<file path="src/hw/rtl/psde_pkg.sv">
// ----------------------------------------------------------------------------
// psde_pkg
// Shared constants and the byte-wise CRC-32 step of the PNG writer.
// ----------------------------------------------------------------------------
package psde_pkg;

	localparam int unsigned QUEUE_DEPTH = 4;
	localparam int unsigned DIM_W       = 15;
	localparam int unsigned CFG_W       = 13;
	localparam int unsigned ROW_W       = 17;

	localparam logic [15:0] BLOCK_BYTES = 16'hFFFF;
	localparam logic [31:0] CRC_POLY    = 32'hEDB88320;
	localparam logic [16:0] ADLER_MOD   = 17'd65521;

	localparam logic [1:0] REG_WIDTH  = 2'd0;
	localparam logic [1:0] REG_HEIGHT = 2'd1;

	function automatic logic [31:0] crc_byte(input logic [31:0] c_in, input logic [7:0] b);
		logic [31:0] c;
		c = c_in ^ {24'd0, b};
		for (int k = 0; k < 8; k++) begin
			c = c[0] ? (CRC_POLY ^ (c >> 1)) : (c >> 1);
		end
		return c;
	endfunction

endpackage

</file>
<file path="src/hw/rtl/psde_queue.sv">
// ----------------------------------------------------------------------------
// psde_queue
// Front end: accepts pixel bytes and holds them for the file sequencer.
// ----------------------------------------------------------------------------
module psde_queue (
	input  logic       clk,
	input  logic       arst_n,
	input  logic       in_valid,
	output logic       in_ready,
	input  logic [7:0] in_data,
	output logic       out_valid,
	input  logic       out_pop,
	output logic [7:0] out_data
);

	localparam int unsigned AW = $clog2(psde_pkg::QUEUE_DEPTH);

	logic [7:0]  mem_q [psde_pkg::QUEUE_DEPTH];
	logic [AW-1:0] wr_q, rd_q;
	logic [AW:0]   cnt_q;
	logic push, pop;

	assign in_ready  = (cnt_q != (AW+1)'(psde_pkg::QUEUE_DEPTH));
	assign out_valid = (cnt_q != '0);
	assign out_data  = mem_q[rd_q];
	assign push      = in_valid && in_ready;
	assign pop       = out_pop && out_valid;

	always_ff @(posedge clk) begin
		if (push) begin
			mem_q[wr_q] <= in_data;
		end
	end

	always_ff @(posedge clk or negedge arst_n) begin
		if (!arst_n) begin
			wr_q  <= '0;
			rd_q  <= '0;
			cnt_q <= '0;
		end else begin
			if (push) begin
				wr_q <= wr_q + AW'(1);
			end
			if (pop) begin
				rd_q <= rd_q + AW'(1);
			end
			if (push && !pop) begin
				cnt_q <= cnt_q + (AW+1)'(1);
			end else if (pop && !push) begin
				cnt_q <= cnt_q - (AW+1)'(1);
			end
		end
	end

endmodule

</file>
<file path="src/hw/rtl/psde_back.sv">
// ----------------------------------------------------------------------------
// psde_back
// Back end: sequences the PNG file bytes, CRC-32, Adler-32 and stored blocks.
// ----------------------------------------------------------------------------
module psde_back (
	input  logic                        clk,
	input  logic                        arst_n,
	input  logic [psde_pkg::DIM_W-1:0]  frame_w,
	input  logic [psde_pkg::DIM_W-1:0]  frame_h,
	input  logic                        q_valid,
	input  logic [7:0]                  q_data,
	output logic                        q_pop,
	output logic                        out_valid,
	input  logic                        out_ready,
	output logic [7:0]                  out_data,
	output logic                        out_last
);

	typedef enum logic [2:0] {
		S_IDLE, S_MUL, S_BLK, S_LEN, S_HEAD, S_BHDR, S_RAW, S_TAIL
	} state_t;

	state_t state_q;
	logic [5:0]  idx_q;
	logic [psde_pkg::DIM_W-1:0] fw_q, fh_q;
	logic [31:0] raw_total_q, idat_len_q, raw_pos_q, crc_q;
	logic [16:0] blocks_q;
	logic [15:0] adl_lo_q, adl_hi_q, fill_q;
	logic [psde_pkg::ROW_W-1:0] row_col_q;
	logic [7:0]  out_data_q;
	logic        out_last_q, out_valid_q;

	logic        en, fire, upd_crc, init_crc, last_byte, is_filter;
	logic [7:0]  byte_v;
	logic [31:0] crc_fin, left, y, adler;
	logic [15:0] take;
	logic [16:0] s_sum, blocks_n, lo_sum, lo_n, hi_sum, hi_n;
	logic [psde_pkg::ROW_W-1:0] row_len;

	assign en       = !out_valid_q || out_ready;
	assign crc_fin  = ~crc_q;
	assign left     = raw_total_q - raw_pos_q;
	assign take     = (left > 32'd65535) ? 16'hFFFF : left[15:0];
	assign row_len  = {fw_q, 2'b00} + psde_pkg::ROW_W'(1);
	assign is_filter = (row_col_q == '0);
	assign adler    = {adl_hi_q, adl_lo_q};

	assign y        = raw_total_q + {16'd0, psde_pkg::BLOCK_BYTES - 16'd1};
	assign s_sum    = {1'b0, y[31:16]} + {1'b0, y[15:0]};
	assign blocks_n = {1'b0, y[31:16]} + ((s_sum >= 17'd65535) ? 17'd1 : 17'd0);

	assign lo_sum = {1'b0, adl_lo_q} + {9'd0, byte_v};
	assign lo_n   = (lo_sum >= psde_pkg::ADLER_MOD) ? lo_sum - psde_pkg::ADLER_MOD : lo_sum;
	assign hi_sum = {1'b0, adl_hi_q} + lo_n;
	assign hi_n   = (hi_sum >= psde_pkg::ADLER_MOD) ? hi_sum - psde_pkg::ADLER_MOD : hi_sum;

	always_comb begin
		byte_v    = 8'd0;
		upd_crc   = 1'b0;
		init_crc  = 1'b0;
		last_byte = 1'b0;
		fire      = 1'b0;
		q_pop     = 1'b0;
		case (state_q)
			S_HEAD: begin
				fire = en;
				upd_crc = 1'b1;
				case (idx_q)
					6'd0: begin byte_v = 8'd137; upd_crc = 1'b0; end
					6'd1: begin byte_v = 8'd80;  upd_crc = 1'b0; end
					6'd2: begin byte_v = 8'd78;  upd_crc = 1'b0; end
					6'd3: begin byte_v = 8'd71;  upd_crc = 1'b0; end
					6'd4: begin byte_v = 8'd13;  upd_crc = 1'b0; end
					6'd5: begin byte_v = 8'd10;  upd_crc = 1'b0; end
					6'd6: begin byte_v = 8'd26;  upd_crc = 1'b0; end
					6'd7: begin byte_v = 8'd10;  upd_crc = 1'b0; end
					6'd8, 6'd9, 6'd10: upd_crc = 1'b0;
					6'd11: begin byte_v = 8'd13; upd_crc = 1'b0; init_crc = 1'b1; end
					6'd12: byte_v = 8'h49;
					6'd13: byte_v = 8'h48;
					6'd14: byte_v = 8'h44;
					6'd15: byte_v = 8'h52;
					6'd16, 6'd17: byte_v = 8'd0;
					6'd18: byte_v = {1'b0, fw_q[14:8]};
					6'd19: byte_v = fw_q[7:0];
					6'd20, 6'd21: byte_v = 8'd0;
					6'd22: byte_v = {1'b0, fh_q[14:8]};
					6'd23: byte_v = fh_q[7:0];
					6'd24: byte_v = 8'd8;
					6'd25: byte_v = 8'd6;
					6'd26, 6'd27, 6'd28: byte_v = 8'd0;
					6'd29: begin byte_v = crc_fin[31:24]; upd_crc = 1'b0; end
					6'd30: begin byte_v = crc_fin[23:16]; upd_crc = 1'b0; end
					6'd31: begin byte_v = crc_fin[15:8];  upd_crc = 1'b0; end
					6'd32: begin byte_v = crc_fin[7:0];   upd_crc = 1'b0; end
					6'd33: begin byte_v = idat_len_q[31:24]; upd_crc = 1'b0; end
					6'd34: begin byte_v = idat_len_q[23:16]; upd_crc = 1'b0; end
					6'd35: begin byte_v = idat_len_q[15:8];  upd_crc = 1'b0; end
					6'd36: begin
						byte_v = idat_len_q[7:0]; upd_crc = 1'b0; init_crc = 1'b1;
					end
					6'd37: byte_v = 8'h49;
					6'd38: byte_v = 8'h44;
					6'd39: byte_v = 8'h41;
					6'd40: byte_v = 8'h54;
					6'd41: byte_v = 8'h78;
					default: byte_v = 8'h01;
				endcase
			end
			S_BHDR: begin
				fire = en && q_valid;
				upd_crc = 1'b1;
				case (idx_q)
					6'd0: byte_v = (left <= 32'd65535) ? 8'd1 : 8'd0;
					6'd1: byte_v = take[7:0];
					6'd2: byte_v = take[15:8];
					6'd3: byte_v = ~take[7:0];
					default: byte_v = ~take[15:8];
				endcase
			end
			S_RAW: begin
				upd_crc = 1'b1;
				byte_v  = is_filter ? 8'd0 : q_data;
				fire    = en && q_valid;
				q_pop   = en && !is_filter;
			end
			S_TAIL: begin
				fire = en;
				case (idx_q)
					6'd0: begin byte_v = adler[31:24]; upd_crc = 1'b1; end
					6'd1: begin byte_v = adler[23:16]; upd_crc = 1'b1; end
					6'd2: begin byte_v = adler[15:8];  upd_crc = 1'b1; end
					6'd3: begin byte_v = adler[7:0];   upd_crc = 1'b1; end
					6'd4, 6'd16: byte_v = crc_fin[31:24];
					6'd5, 6'd17: byte_v = crc_fin[23:16];
					6'd6, 6'd18: byte_v = crc_fin[15:8];
					6'd7: byte_v = crc_fin[7:0];
					6'd8, 6'd9, 6'd10: byte_v = 8'd0;
					6'd11: init_crc = 1'b1;
					6'd12: begin byte_v = 8'h49; upd_crc = 1'b1; end
					6'd13: begin byte_v = 8'h45; upd_crc = 1'b1; end
					6'd14: begin byte_v = 8'h4E; upd_crc = 1'b1; end
					6'd15: begin byte_v = 8'h44; upd_crc = 1'b1; end
					default: begin byte_v = crc_fin[7:0]; last_byte = 1'b1; end
				endcase
			end
			default: fire = 1'b0;
		endcase
	end

	always_ff @(posedge clk or negedge arst_n) begin
		if (!arst_n) begin
			state_q     <= S_IDLE;
			idx_q       <= '0;
			out_valid_q <= 1'b0;
			out_last_q  <= 1'b0;
			out_data_q  <= '0;
			crc_q       <= '1;
			adl_lo_q    <= 16'd1;
			adl_hi_q    <= '0;
			raw_pos_q   <= '0;
			row_col_q   <= '0;
			fill_q      <= '0;
			fw_q        <= '0;
			fh_q        <= '0;
			raw_total_q <= '0;
			blocks_q    <= '0;
			idat_len_q  <= '0;
		end else begin
			if (fire) begin
				out_valid_q <= 1'b1;
				out_data_q  <= byte_v;
				out_last_q  <= last_byte;
				if (init_crc) begin
					crc_q <= '1;
				end else if (upd_crc) begin
					crc_q <= psde_pkg::crc_byte(crc_q, byte_v);
				end
			end else if (out_ready) begin
				out_valid_q <= 1'b0;
			end

			case (state_q)
				S_IDLE: begin
					if (q_valid) begin
						fw_q    <= frame_w;
						fh_q    <= frame_h;
						state_q <= S_MUL;
					end
				end
				S_MUL: begin
					raw_total_q <= {15'd0, row_len} * {17'd0, fh_q};
					state_q     <= S_BLK;
				end
				S_BLK: begin
					blocks_q <= blocks_n;
					state_q  <= S_LEN;
				end
				S_LEN: begin
					idat_len_q <= raw_total_q + 32'd6 + {13'd0, blocks_q, 2'b00}
						+ {15'd0, blocks_q};
					adl_lo_q  <= 16'd1;
					adl_hi_q  <= '0;
					raw_pos_q <= '0;
					row_col_q <= '0;
					fill_q    <= '0;
					idx_q     <= '0;
					state_q   <= S_HEAD;
				end
				S_HEAD: begin
					if (fire) begin
						if (idx_q == 6'd42) begin
							idx_q   <= '0;
							state_q <= S_BHDR;
						end else begin
							idx_q <= idx_q + 6'd1;
						end
					end
				end
				S_BHDR: begin
					if (fire) begin
						if (idx_q == 6'd4) begin
							idx_q   <= '0;
							state_q <= S_RAW;
						end else begin
							idx_q <= idx_q + 6'd1;
						end
					end
				end
				S_RAW: begin
					if (fire) begin
						adl_lo_q  <= lo_n[15:0];
						adl_hi_q  <= hi_n[15:0];
						raw_pos_q <= raw_pos_q + 32'd1;
						row_col_q <= (row_col_q + psde_pkg::ROW_W'(1) >= row_len) ? '0
							: row_col_q + psde_pkg::ROW_W'(1);
						if (fill_q + 16'd1 >= psde_pkg::BLOCK_BYTES) begin
							fill_q <= '0;
						end else begin
							fill_q <= fill_q + 16'd1;
						end
						if (raw_pos_q + 32'd1 == raw_total_q) begin
							idx_q   <= '0;
							state_q <= S_TAIL;
						end else if (fill_q + 16'd1 >= psde_pkg::BLOCK_BYTES) begin
							idx_q   <= '0;
							state_q <= S_BHDR;
						end
					end
				end
				S_TAIL: begin
					if (fire) begin
						if (idx_q == 6'd19) begin
							idx_q     <= '0;
							raw_pos_q <= '0;
							row_col_q <= '0;
							fill_q    <= '0;
							state_q   <= S_IDLE;
						end else begin
							idx_q <= idx_q + 6'd1;
						end
					end
				end
				default: state_q <= S_IDLE;
			endcase
		end
	end

	assign out_valid = out_valid_q;
	assign out_data  = out_data_q;
	assign out_last  = out_last_q;

endmodule

</file>
<file path="src/hw/rtl/png_stored_deflate_encoder_unit.sv">
// ----------------------------------------------------------------------------
// png_stored_deflate_encoder_unit
// Streams an RGBA8 image in and a complete PNG file with stored deflate out.
// ----------------------------------------------------------------------------
// Pixel bytes enter through a four-entry queue; the file sequencer behind it
// emits one file byte per cycle while the output is ready and, in block
// headers and image data, a pixel byte is queued. Each row gets a filter
// byte, each stored block a five-byte header. A frame's first byte starts
// the size setup (sample, multiply, block count, length), then 43 header
// bytes; 20 trailer bytes follow its last. Size is sampled when a frame opens.
module png_stored_deflate_encoder_unit #(
	parameter int unsigned MAX_WIDTH  = 4096,
	parameter int unsigned MAX_HEIGHT = 4096
) (
	input  logic                        clk,
	input  logic                        arst_n,
	input  logic                        s_axis_tvalid,
	output logic                        s_axis_tready,
	input  logic [7:0]                  s_axis_tdata,  // [7:0] pixel_byte
	output logic                        m_axis_tvalid,
	input  logic                        m_axis_tready,
	output logic [7:0]                  m_axis_tdata,  // [7:0] file_byte
	output logic                        m_axis_tlast,
	input  logic                        cfg_wen,
	input  logic [1:0]                  cfg_addr,
	input  logic [psde_pkg::CFG_W-1:0]  cfg_wdata
);

	logic [psde_pkg::CFG_W-1:0] width_q, height_q;
	logic [psde_pkg::DIM_W-1:0] frame_w, frame_h;
	logic       q_valid, q_pop;
	logic [7:0] q_data;

	always_ff @(posedge clk or negedge arst_n) begin
		if (!arst_n) begin
			width_q  <= psde_pkg::CFG_W'(1);
			height_q <= psde_pkg::CFG_W'(1);
		end else if (cfg_wen) begin
			case (cfg_addr)
				psde_pkg::REG_WIDTH:  width_q  <= cfg_wdata;
				psde_pkg::REG_HEIGHT: height_q <= cfg_wdata;
				default: ;
			endcase
		end
	end

	always_comb begin
		if (width_q == '0) begin
			frame_w = psde_pkg::DIM_W'(1);
		end else if (32'(width_q) > 32'(MAX_WIDTH)) begin
			frame_w = psde_pkg::DIM_W'(MAX_WIDTH);
		end else begin
			frame_w = psde_pkg::DIM_W'(width_q);
		end
		if (height_q == '0) begin
			frame_h = psde_pkg::DIM_W'(1);
		end else if (32'(height_q) > 32'(MAX_HEIGHT)) begin
			frame_h = psde_pkg::DIM_W'(MAX_HEIGHT);
		end else begin
			frame_h = psde_pkg::DIM_W'(height_q);
		end
	end

	psde_queue u_queue (
		.clk       (clk),
		.arst_n    (arst_n),
		.in_valid  (s_axis_tvalid),
		.in_ready  (s_axis_tready),
		.in_data   (s_axis_tdata),
		.out_valid (q_valid),
		.out_pop   (q_pop),
		.out_data  (q_data)
	);

	psde_back u_back (
		.clk       (clk),
		.arst_n    (arst_n),
		.frame_w   (frame_w),
		.frame_h   (frame_h),
		.q_valid   (q_valid),
		.q_data    (q_data),
		.q_pop     (q_pop),
		.out_valid (m_axis_tvalid),
		.out_ready (m_axis_tready),
		.out_data  (m_axis_tdata),
		.out_last  (m_axis_tlast)
	);

endmodule
</file>
<file path="config.mk">
export PLATFORM = sky130hd
export DESIGN_NAME = png_stored_deflate_encoder_unit
export DESIGN_NICKNAME = d
export VERILOG_FILES = /design/src/hw/rtl/psde_pkg.sv /design/src/hw/rtl/psde_queue.sv /design/src/hw/rtl/psde_back.sv /design/src/hw/rtl/png_stored_deflate_encoder_unit.sv
export SDC_FILE = /design/constraint.sdc
export NUM_CORES = 2
export LEC_CHECK = 0
export BUFFER_PORTS_ARGS = -buffer_cell sky130_fd_sc_hd__buf_2
export CAP_MARGIN = 5
export CORE_MARGIN = 1
export CORE_UTILIZATION = 59
export DETAILED_ROUTE_END_ITERATION = 10
export HOLD_SLACK_MARGIN = 0.05
export PLACE_DENSITY = 0.78
export SLEW_MARGIN = 20
export SYNTH_ARGS = -nofsm -noshare
export SYNTH_HDL_FRONTEND = slang
export SYNTH_SLANG_ARGS = --single-unit
</file>
<file path="constraint.sdc">
create_clock -name clk -period 11.2 [get_ports clk]
set_input_delay 2.24 -clock clk [delete_from_list [all_inputs] [get_ports clk]]
set_output_delay 2.24 -clock clk [all_outputs]
set_load 0.01 [all_outputs]
</file>
# Yosys cells after proc, flatten, opt, wreduce, memory -nomap -nowiden
# Memories as Yosys holds them, arrays and structs flattened.
# Cells that the tools add are included.
# totals
register_bits,292
mem_bits_rw,32
input_bits,28
output_inout_bits,11
word_cells,251
mem_count,1
# op_classes
n_addsub,20
mul,1
order_cmp,9
eq_ne,61
muxes,79
bitwise_logic,12
n_reduce_logical,47
# memory_table
memory,words,width,rd,rd_clocked_by_memory_dff,wr,line,rtl
u_queue.mem_q,4,8,1,0,1,psde_queue.sv:18,logic [7:0] mem_q [psde_pkg::QUEUE_DEPTH];
# op_table
cell,n
2-to-1 mux 32 bit,13
one-hot mux 8 bit (29 select lines),1
2-to-1 mux 16 bit,8
inverter 13 -> 14 bit,8
"== test 6 x 5 -> 1 bit, second input constant",16
one-hot mux 32 bit (3 select lines),1
one-hot mux 8 bit (12 select lines),1
2-to-1 mux 17 bit,5
"== test 6 bit, second input constant",11
one-hot mux 16 bit (2 select lines),2
one-hot mux 8 bit (4 select lines),2
2-to-1 mux 6 bit,9
2-to-1 mux 13 bit,4
">= comparator 17 x 16 -> 1 bit, second input constant",3
one-hot mux 17 bit (3 select lines),1
"== test 6 x 4 -> 1 bit, second input constant",8
one-hot mux 16 bit (3 select lines),1
2-to-1 mux 3 bit,12
adder 16 x 17 -> 17 bit,2
"adder 17 x 1 -> 17 bit, second input constant",2
"adder 32 x 1 -> 32 bit, second input constant",1
"adder 32 x 16 -> 32 bit, second input constant",1
adder 32 x 17 -> 32 bit,1
adder 32 x 19 -> 32 bit,1
58 further kinds,115

# Depth between registers and ports, before layout
# depth
depth_word,25
mapped_depth,50
ltp_nobuf,47

# Cells and area by module
# A second synthesis with hierarchy kept.
# hier_totals
hier_cells,3682
hier_area_um2,32247.2
# by_module_without_submodules
mod,instances,cells_per_inst,area_each_um2,seq_area_each_um2
psde_back,1,3512,29419.5,6522.5
psde_queue,1,77,1599.0,1136.1
png_stored_deflate_encoder_unit,1,93,1228.7,653.1

# Worst setup path before layout
# No wires, ideal clock.
# synth_timing
kind,register to register
startpoint,reg u_back.raw_pos_q[2]
endpoint,reg u_back.adl_hi_q[8]
setup_ps,134
arrival_time_ps,11514
required_time_ps,11066
slack_ps,-449
stages_incl_launch_ff,48
n_path_buf,2
synth_period_minus_slack_ps,11649
cell_sequence,dfrtp_1 > clkbuf_1 > inv_1 > ha_1 > nand2b_1 > a21oi_1 > o31a_1 > or4b_4 > and3_4 > or2_0 > or4b_1 > or4_1 > buf_2 > or4_1 > a21oi_1 > a21oi_1 > ha_1 > fa_1 > (+12 left out) > xnor2_1 > ha_1 > a21oi_1 > a21boi_0 > o21ai_0 > a21boi_0 > o21ai_0 > a21boi_0 > o21ai_0 > a21boi_0 > o21a_1 > o211ai_1 > a21oi_1 > nor4_1 > nand3_1 > a2111oi_0 > mux2i_1 > o21ai_0
# synth_via
elab_chain_cells,14
elab_cells_between_ends,19
classes_between,add/sub: 5; order compare: 4; mux: 8; bitwise: 2
# synth_lines
element,line,rtl
"start, declared",psde_back.sv:26,"logic [31:0] raw_total_q, idat_len_q, raw_pos_q, crc_q;"
"start signal, assigned",psde_back.sv:234,raw_pos_q <= raw_pos_q + 32'd1;
subtractor 32 bit (*),psde_back.sv:42,assign left = raw_total_q - raw_pos_q;
greater-than comparator 32 x 16 -> 1 bit,psde_back.sv:43,assign take = (left > 32'd65535) ? 16'hFFFF : left[15:0];
2-to-1 mux 16 bit,psde_back.sv:43,
"inverter 8 bit, on equally long branches","psde_back.sv:118, psde_back.sv:117",
one-hot mux 8 bit (4 select lines) (*),psde_back.sv:113,case (idx_q)
one-hot mux 8 bit (4 select lines) (*),psde_back.sv:64,case (state_q)
via u_back.byte_v[0],psde_back.sv:34,logic [7:0] byte_v;
adder 16 x 8 -> 17 bit (*),psde_back.sv:52,"assign lo_sum = {1'b0, adl_lo_q} + {9'd0, byte_v};"
subtractor 17 x 16 -> 17 bit or >= comparator 17 x 16 -> 1 bit (tied branches),psde_back.sv:53,assign lo_n = (lo_sum >= psde_pkg::ADLER_MOD) ? lo_sum - psde_pkg::ADLER_MOD : lo_sum;
2-to-1 mux 17 bit (*),psde_back.sv:53,
adder 16 x 17 -> 17 bit (*),psde_back.sv:54,"assign hi_sum = {1'b0, adl_hi_q} + lo_n;"
subtractor 16 bit or >= comparator 17 x 16 -> 1 bit (tied branches),psde_back.sv:55,assign hi_n = (hi_sum >= psde_pkg::ADLER_MOD) ? hi_sum - psde_pkg::ADLER_MOD : hi_sum;
2-to-1 mux 16 bit (*),psde_back.sv:55,
2-to-1 mux 16 bit (*),psde_back.sv:231,if (fire) begin
one-hot mux 16 bit (2 select lines) (*),psde_back.sv:183,case (state_q)
"end signal, assigned",psde_back.sv:233,adl_hi_q <= hi_n[15:0];
"end, declared",psde_back.sv:28,"logic [15:0] adl_lo_q, adl_hi_q, fill_q;"
# Mark *: on every way through the listed nets, which the timed path passes. The rest lies on a longest branch. The select of a mux whose other input is x is not followed.
# A chain may end at the register's enable or synchronous reset.

# Worst setup path in the final report
# layout_timing
startpoint,reg u_back.raw_total_q[0]
endpoint,reg u_back.adl_hi_q[9]
# layout_via
elab_chain_cells,14
elab_cells_between_ends,19
classes_between,add/sub: 5; order compare: 4; mux: 8; bitwise: 2
# layout_lines
element,line,rtl
"start, declared",psde_back.sv:26,
"start signal, assigned",psde_back.sv:192,"raw_total_q <= {15'd0, row_len} * {17'd0, fh_q};"
subtractor 32 bit (*),psde_back.sv:42,
greater-than comparator 32 x 16 -> 1 bit,psde_back.sv:43,
2-to-1 mux 16 bit,psde_back.sv:43,
"inverter 8 bit, on equally long branches","psde_back.sv:118, psde_back.sv:117",
one-hot mux 8 bit (4 select lines) (*),psde_back.sv:113,
one-hot mux 8 bit (4 select lines) (*),psde_back.sv:64,
via u_back.byte_v[0],psde_back.sv:34,
adder 16 x 8 -> 17 bit (*),psde_back.sv:52,
subtractor 17 x 16 -> 17 bit or >= comparator 17 x 16 -> 1 bit (tied branches),psde_back.sv:53,
2-to-1 mux 17 bit (*),psde_back.sv:53,
adder 16 x 17 -> 17 bit (*),psde_back.sv:54,
subtractor 16 bit or >= comparator 17 x 16 -> 1 bit (tied branches),psde_back.sv:55,
2-to-1 mux 16 bit (*),psde_back.sv:55,
2-to-1 mux 16 bit (*),psde_back.sv:231,
one-hot mux 16 bit (2 select lines) (*),psde_back.sv:183,
# Marks and branches as above.

==> flow_summary_export.csv <==
group,metric,value,unit
pwr,power_frac_seq,36.3,%
timing,clock-skew-final,0.0318,ns
logic_synthesis,syn_area,30300,sq um
finish,multi_input_area,20700,sq um
worst_setup_path,cp.arrival,11.43,ns
detailed_routing,drtIter0Drc,2552,
floorplanning,initial_core_util,60.0,%
logic_synthesis,synth_area_leader_cell,"dfrtp_1",
grt,overflow,0,
grt,grt_start_max_net_pins,103,
pwr,p_int,2.80,mW
detailed_routing,ant_nets,0,
timing,setup_viol,0,
logic_synthesis,synthArstFlopShare,89.9,%
grt,grtUsageTotal,34.5,%
placed_design,placed_area,31700,sq um
placed_design,place_congestion,1.03,
worst_setup_path,cp.required,11.62,ns
pwr,power.share.clock,32.3,%
clock_network,htreeDepth,2,
pwr,p_per_area,128,nW/um^2
placed_design,dp_cells,4185,
finish,n_fill_cell,4034,
detailed_routing,dr_total_vias,26680,
timing,holdWs,0.486,ns
pwr,total_leakage_power,15.6,nW
detailed_routing,via_per_inst,6.26,
floorplanning,rows,82,
clock_network,cts_tree,"yes",
job,maxCapViolCount,0,
logic_synthesis,syn-instance-count,3500,
logic_synthesis,yosysSeqAreaShare,26.8,%
worst_setup_path,max_stage_delay,0.55,ns
worst_setup_path,crit_path_end_kind,"flip-flop",
timing,fin_ws,0.194,ns
detailed_routing,wl_per_cell,21.3,um
logic_synthesis,yosysTopAreaCellShare,20.6,%
grt,grt_pass1_wl,143000,um
placed_design,hpwl,68000,um
logic_synthesis,ys_seq_elements,316,
timing,worst_slew_pin_slew,1.07,ns
min_path,worstHoldPathType,"flip-flop to flip-flop",
finish,areaGrowthSynthToFinish,10.7,%
pwr,power_switching_share,34.7,%
timing,layout_worst_path_cycle_share,98.3,%
finish,final_common_cell,"nand2_1",
clock_network,root_buffer,"clkbuf_16",
worst_setup_path,cp_max_fo,4,
clock_network,cts_hold_buffers,0,
logic_synthesis,synth_edf_count,32,
timing,hold_viol,0,
finish,fin_util,66.5,%
pwr,netSwitchingPower,1.49,mW
timing,max_slew_margin,28.5,%
floorplanning,fp.dieH,228,um
placed_design,port_buffers,38,
timing,timing.fmax,90.9,MHz
logic_synthesis,synth_ff_type,"dfrtp_1",
worst_setup_path,critPathKind,"flip-flop to flip-flop",
floorplanning,ios,39,
floorplanning,die_x,228,um
timing,finalCriticalPeriod,11.01,ns
pwr,total_power,4.30,mW
clock_network,cts.clk_slew.worst_paths,0.06,ns
logic_synthesis,syn_nets,3924,
finish,finalNonFillerCells,4264,
placed_design,post-place-ws,-0.107,ns
pwr,pwr-share-comb,31.4,%
floorplanning,coreArea,50400,sq um
timing,drv_slew,0,
finish,fin_area,33500,sq um
logic_synthesis,synthTopCellsByArea,"dfrtp_1, ha_1, fa_1",
detailed_routing,wirelength,90700,um
run_status,status,"complete, no violations",
worst_setup_path,startpoint_type,"flip-flop",
finish,fin_nets,3986,
worst_setup_path,cp_slowest_cell,"or4b_4",
finish,layout_common_cells,"nand2_1, inv_1, dfrtp_1",
grt,antenna_found_initial,2,
logic_synthesis,ys_warn_count,0,
clock_network,cts_buffer_depth,3,
clock_network,cts_buffers,37,
pwr,worst_ir_drop_vdd,0.209,mV
clock_network,clock_sinks,316,
logic_synthesis,syn_area_per_cell,8.64,sq um
detailed_routing,drc,0,
grt,grt_pass1_vias,25625,
clock_network,clk_latency,0.59,ns
finish,register_area,8110,sq um
finish,drive_gt1_share,11.6,%
timing,tns,0,ns
logic_synthesis,synthDistinctLibCells,96,
floorplanning,die-area,52200,sq um
worst_setup_path,crit_top_cell,"a21oi_1",
detailed_routing,first_pass_iters,6,
==> Yosys cell counts (all sizes together), types with 11 or more instances <==
cell type / count
dfrtp: 249
clkbuf: 147
fa: 151
nand3: 120
o21a: 19
nor2: 230
a31oi: 18
xnor2: 180
nor2b: 25
a2111oi: 19
inv: 301
mux2i: 16
ha: 245
a21oi: 154
o22ai: 16
o31ai: 44
edfxtp: 32
nand4: 39
nor3: 62
a211oi: 12
and3: 57
dfstp: 35
a21boi: 11
or2: 13
nand2: 399
or3: 37
xor2: 93
o21ai: 253
buf: 13
a21o: 43
and2: 113
nor4: 26
a22oi: 13
a22o: 25
mux2: 48
o21bai: 21
nand2b: 41
o211ai: 22
==> critical path: cells and delay by family (launching register included) <==
kind | cells | cell delay [ns]
fa+ha+maj | 5 | 1.36
xor+xnor | 2 | 0.36
compound gates | 24 | 4.60
simple gates | 14 | 4.08
flops | 1 | 0.38
buf+inv | 1 | 0.06
==> power groups by stage <==
stage / clock network (mW) / registers, mW / logic (mW)
finish: 1.39 / 1.56 / 1.35
global route: 1.45 / 1.56 / 1.47
CTS: 1.40 / 1.54 / 1.33
detailed placement: 0 / 1.56 / 1.30
global placement: 0 / 1.56 / 1.27
floorplan: 0 / 1.48 / 1.01
==> kinds of logic (layout without fill, tap and decap cells) <==
| group | Yosys count | in the layout | share of synthesized area, % |
|---|---|---|---|
| flops | 316 | 316 | 26.8 |
| compound gates | 772 | 772 | 16.4 |
| xor+xnor | 280 | 280 | 8.66 |
| simple gates | 1200 | 1200 | 19.2 |
| mux | 72 | 72 | 2.91 |
| other cells | 0 | 1 | 0 |
| buf+inv | 462 | 553 | 5.75 |
| fa+ha+maj | 398 | 398 | 20.2 |
==> metal layers <==
metal  track usage, %  routed length, um  vias to the layer above
li1                 -                  -                    12290
met1             45.2              36400                    12907
met2             55.0              41500                     1235
met3             6.62               8040                      248
met4             16.8               4780                        0
met5                0                  0                        -
==> flip-flops by register name (all words and copies together) (netlist names), 2 cells and up <==
signal and count:
width_q 13, u_back.raw_total_q 30, u_back.fw_q 13, u_back.raw_pos_q 32
u_back.fill_q 16, u_back.row_col_q 17, u_back.idat_len_q 31, u_queue.cnt_q 3
u_back.adl_lo_q 16, u_back.state_q 3, height_q 13, u_back.out_data 8
u_back.adl_hi_q 16, u_back.crc_q 32, u_queue.wr_q 2, u_back.fh_q 13
u_queue.rd_q 2, u_queue.mem_q 32, u_back.blocks_q 16, u_back.idx_q 6
==> path summary, 6_finish.rpt <==
check / slack [ns] / end / from / cells after the start
max in group asynchronous: 7.32 / u_back.fw_q[11] / arst_n / 3
max: 0.19 / u_back.adl_hi_q[9] / u_back.raw_total_q[0] / 46
min reg2reg: 0.49 / u_back.idat_len_q[20] / u_back.idat_len_q[20] / 2
min: 0.49 / u_back.idat_len_q[20] / u_back.idat_len_q[20] / 2
min in group asynchronous: 1.68 / u_back.raw_pos_q[30] / arst_n / 1
max reg2reg: 0.19 / u_back.adl_hi_q[9] / u_back.raw_total_q[0] / 46
==> layout make-up <==
type / count / share of cell area [%]
diodes: 1 / 0.00747
repair buffers: 183 / 3.85
clock buffers: 45 / 3.07
clock inverters: 23 / 1.09
flip-flops and latches: 316 / 24.2
well taps: 672 / 2.51
inverters: 302 / 3.38
multi-input cells: 2722 / 61.9
==> timing repair <==
| item | in CTS | in global routing |
|---|---|---|
| pin swaps | 2 | 29 |
| endpoints found under the setup margin | 4 | 16 |
| setup buffers | 0 | 10 |
| gates resized for setup | 4 | 60 |
| hold endpoints to repair | 0 | 0 |
Note: power is estimated with default switching activity, not from simulation.
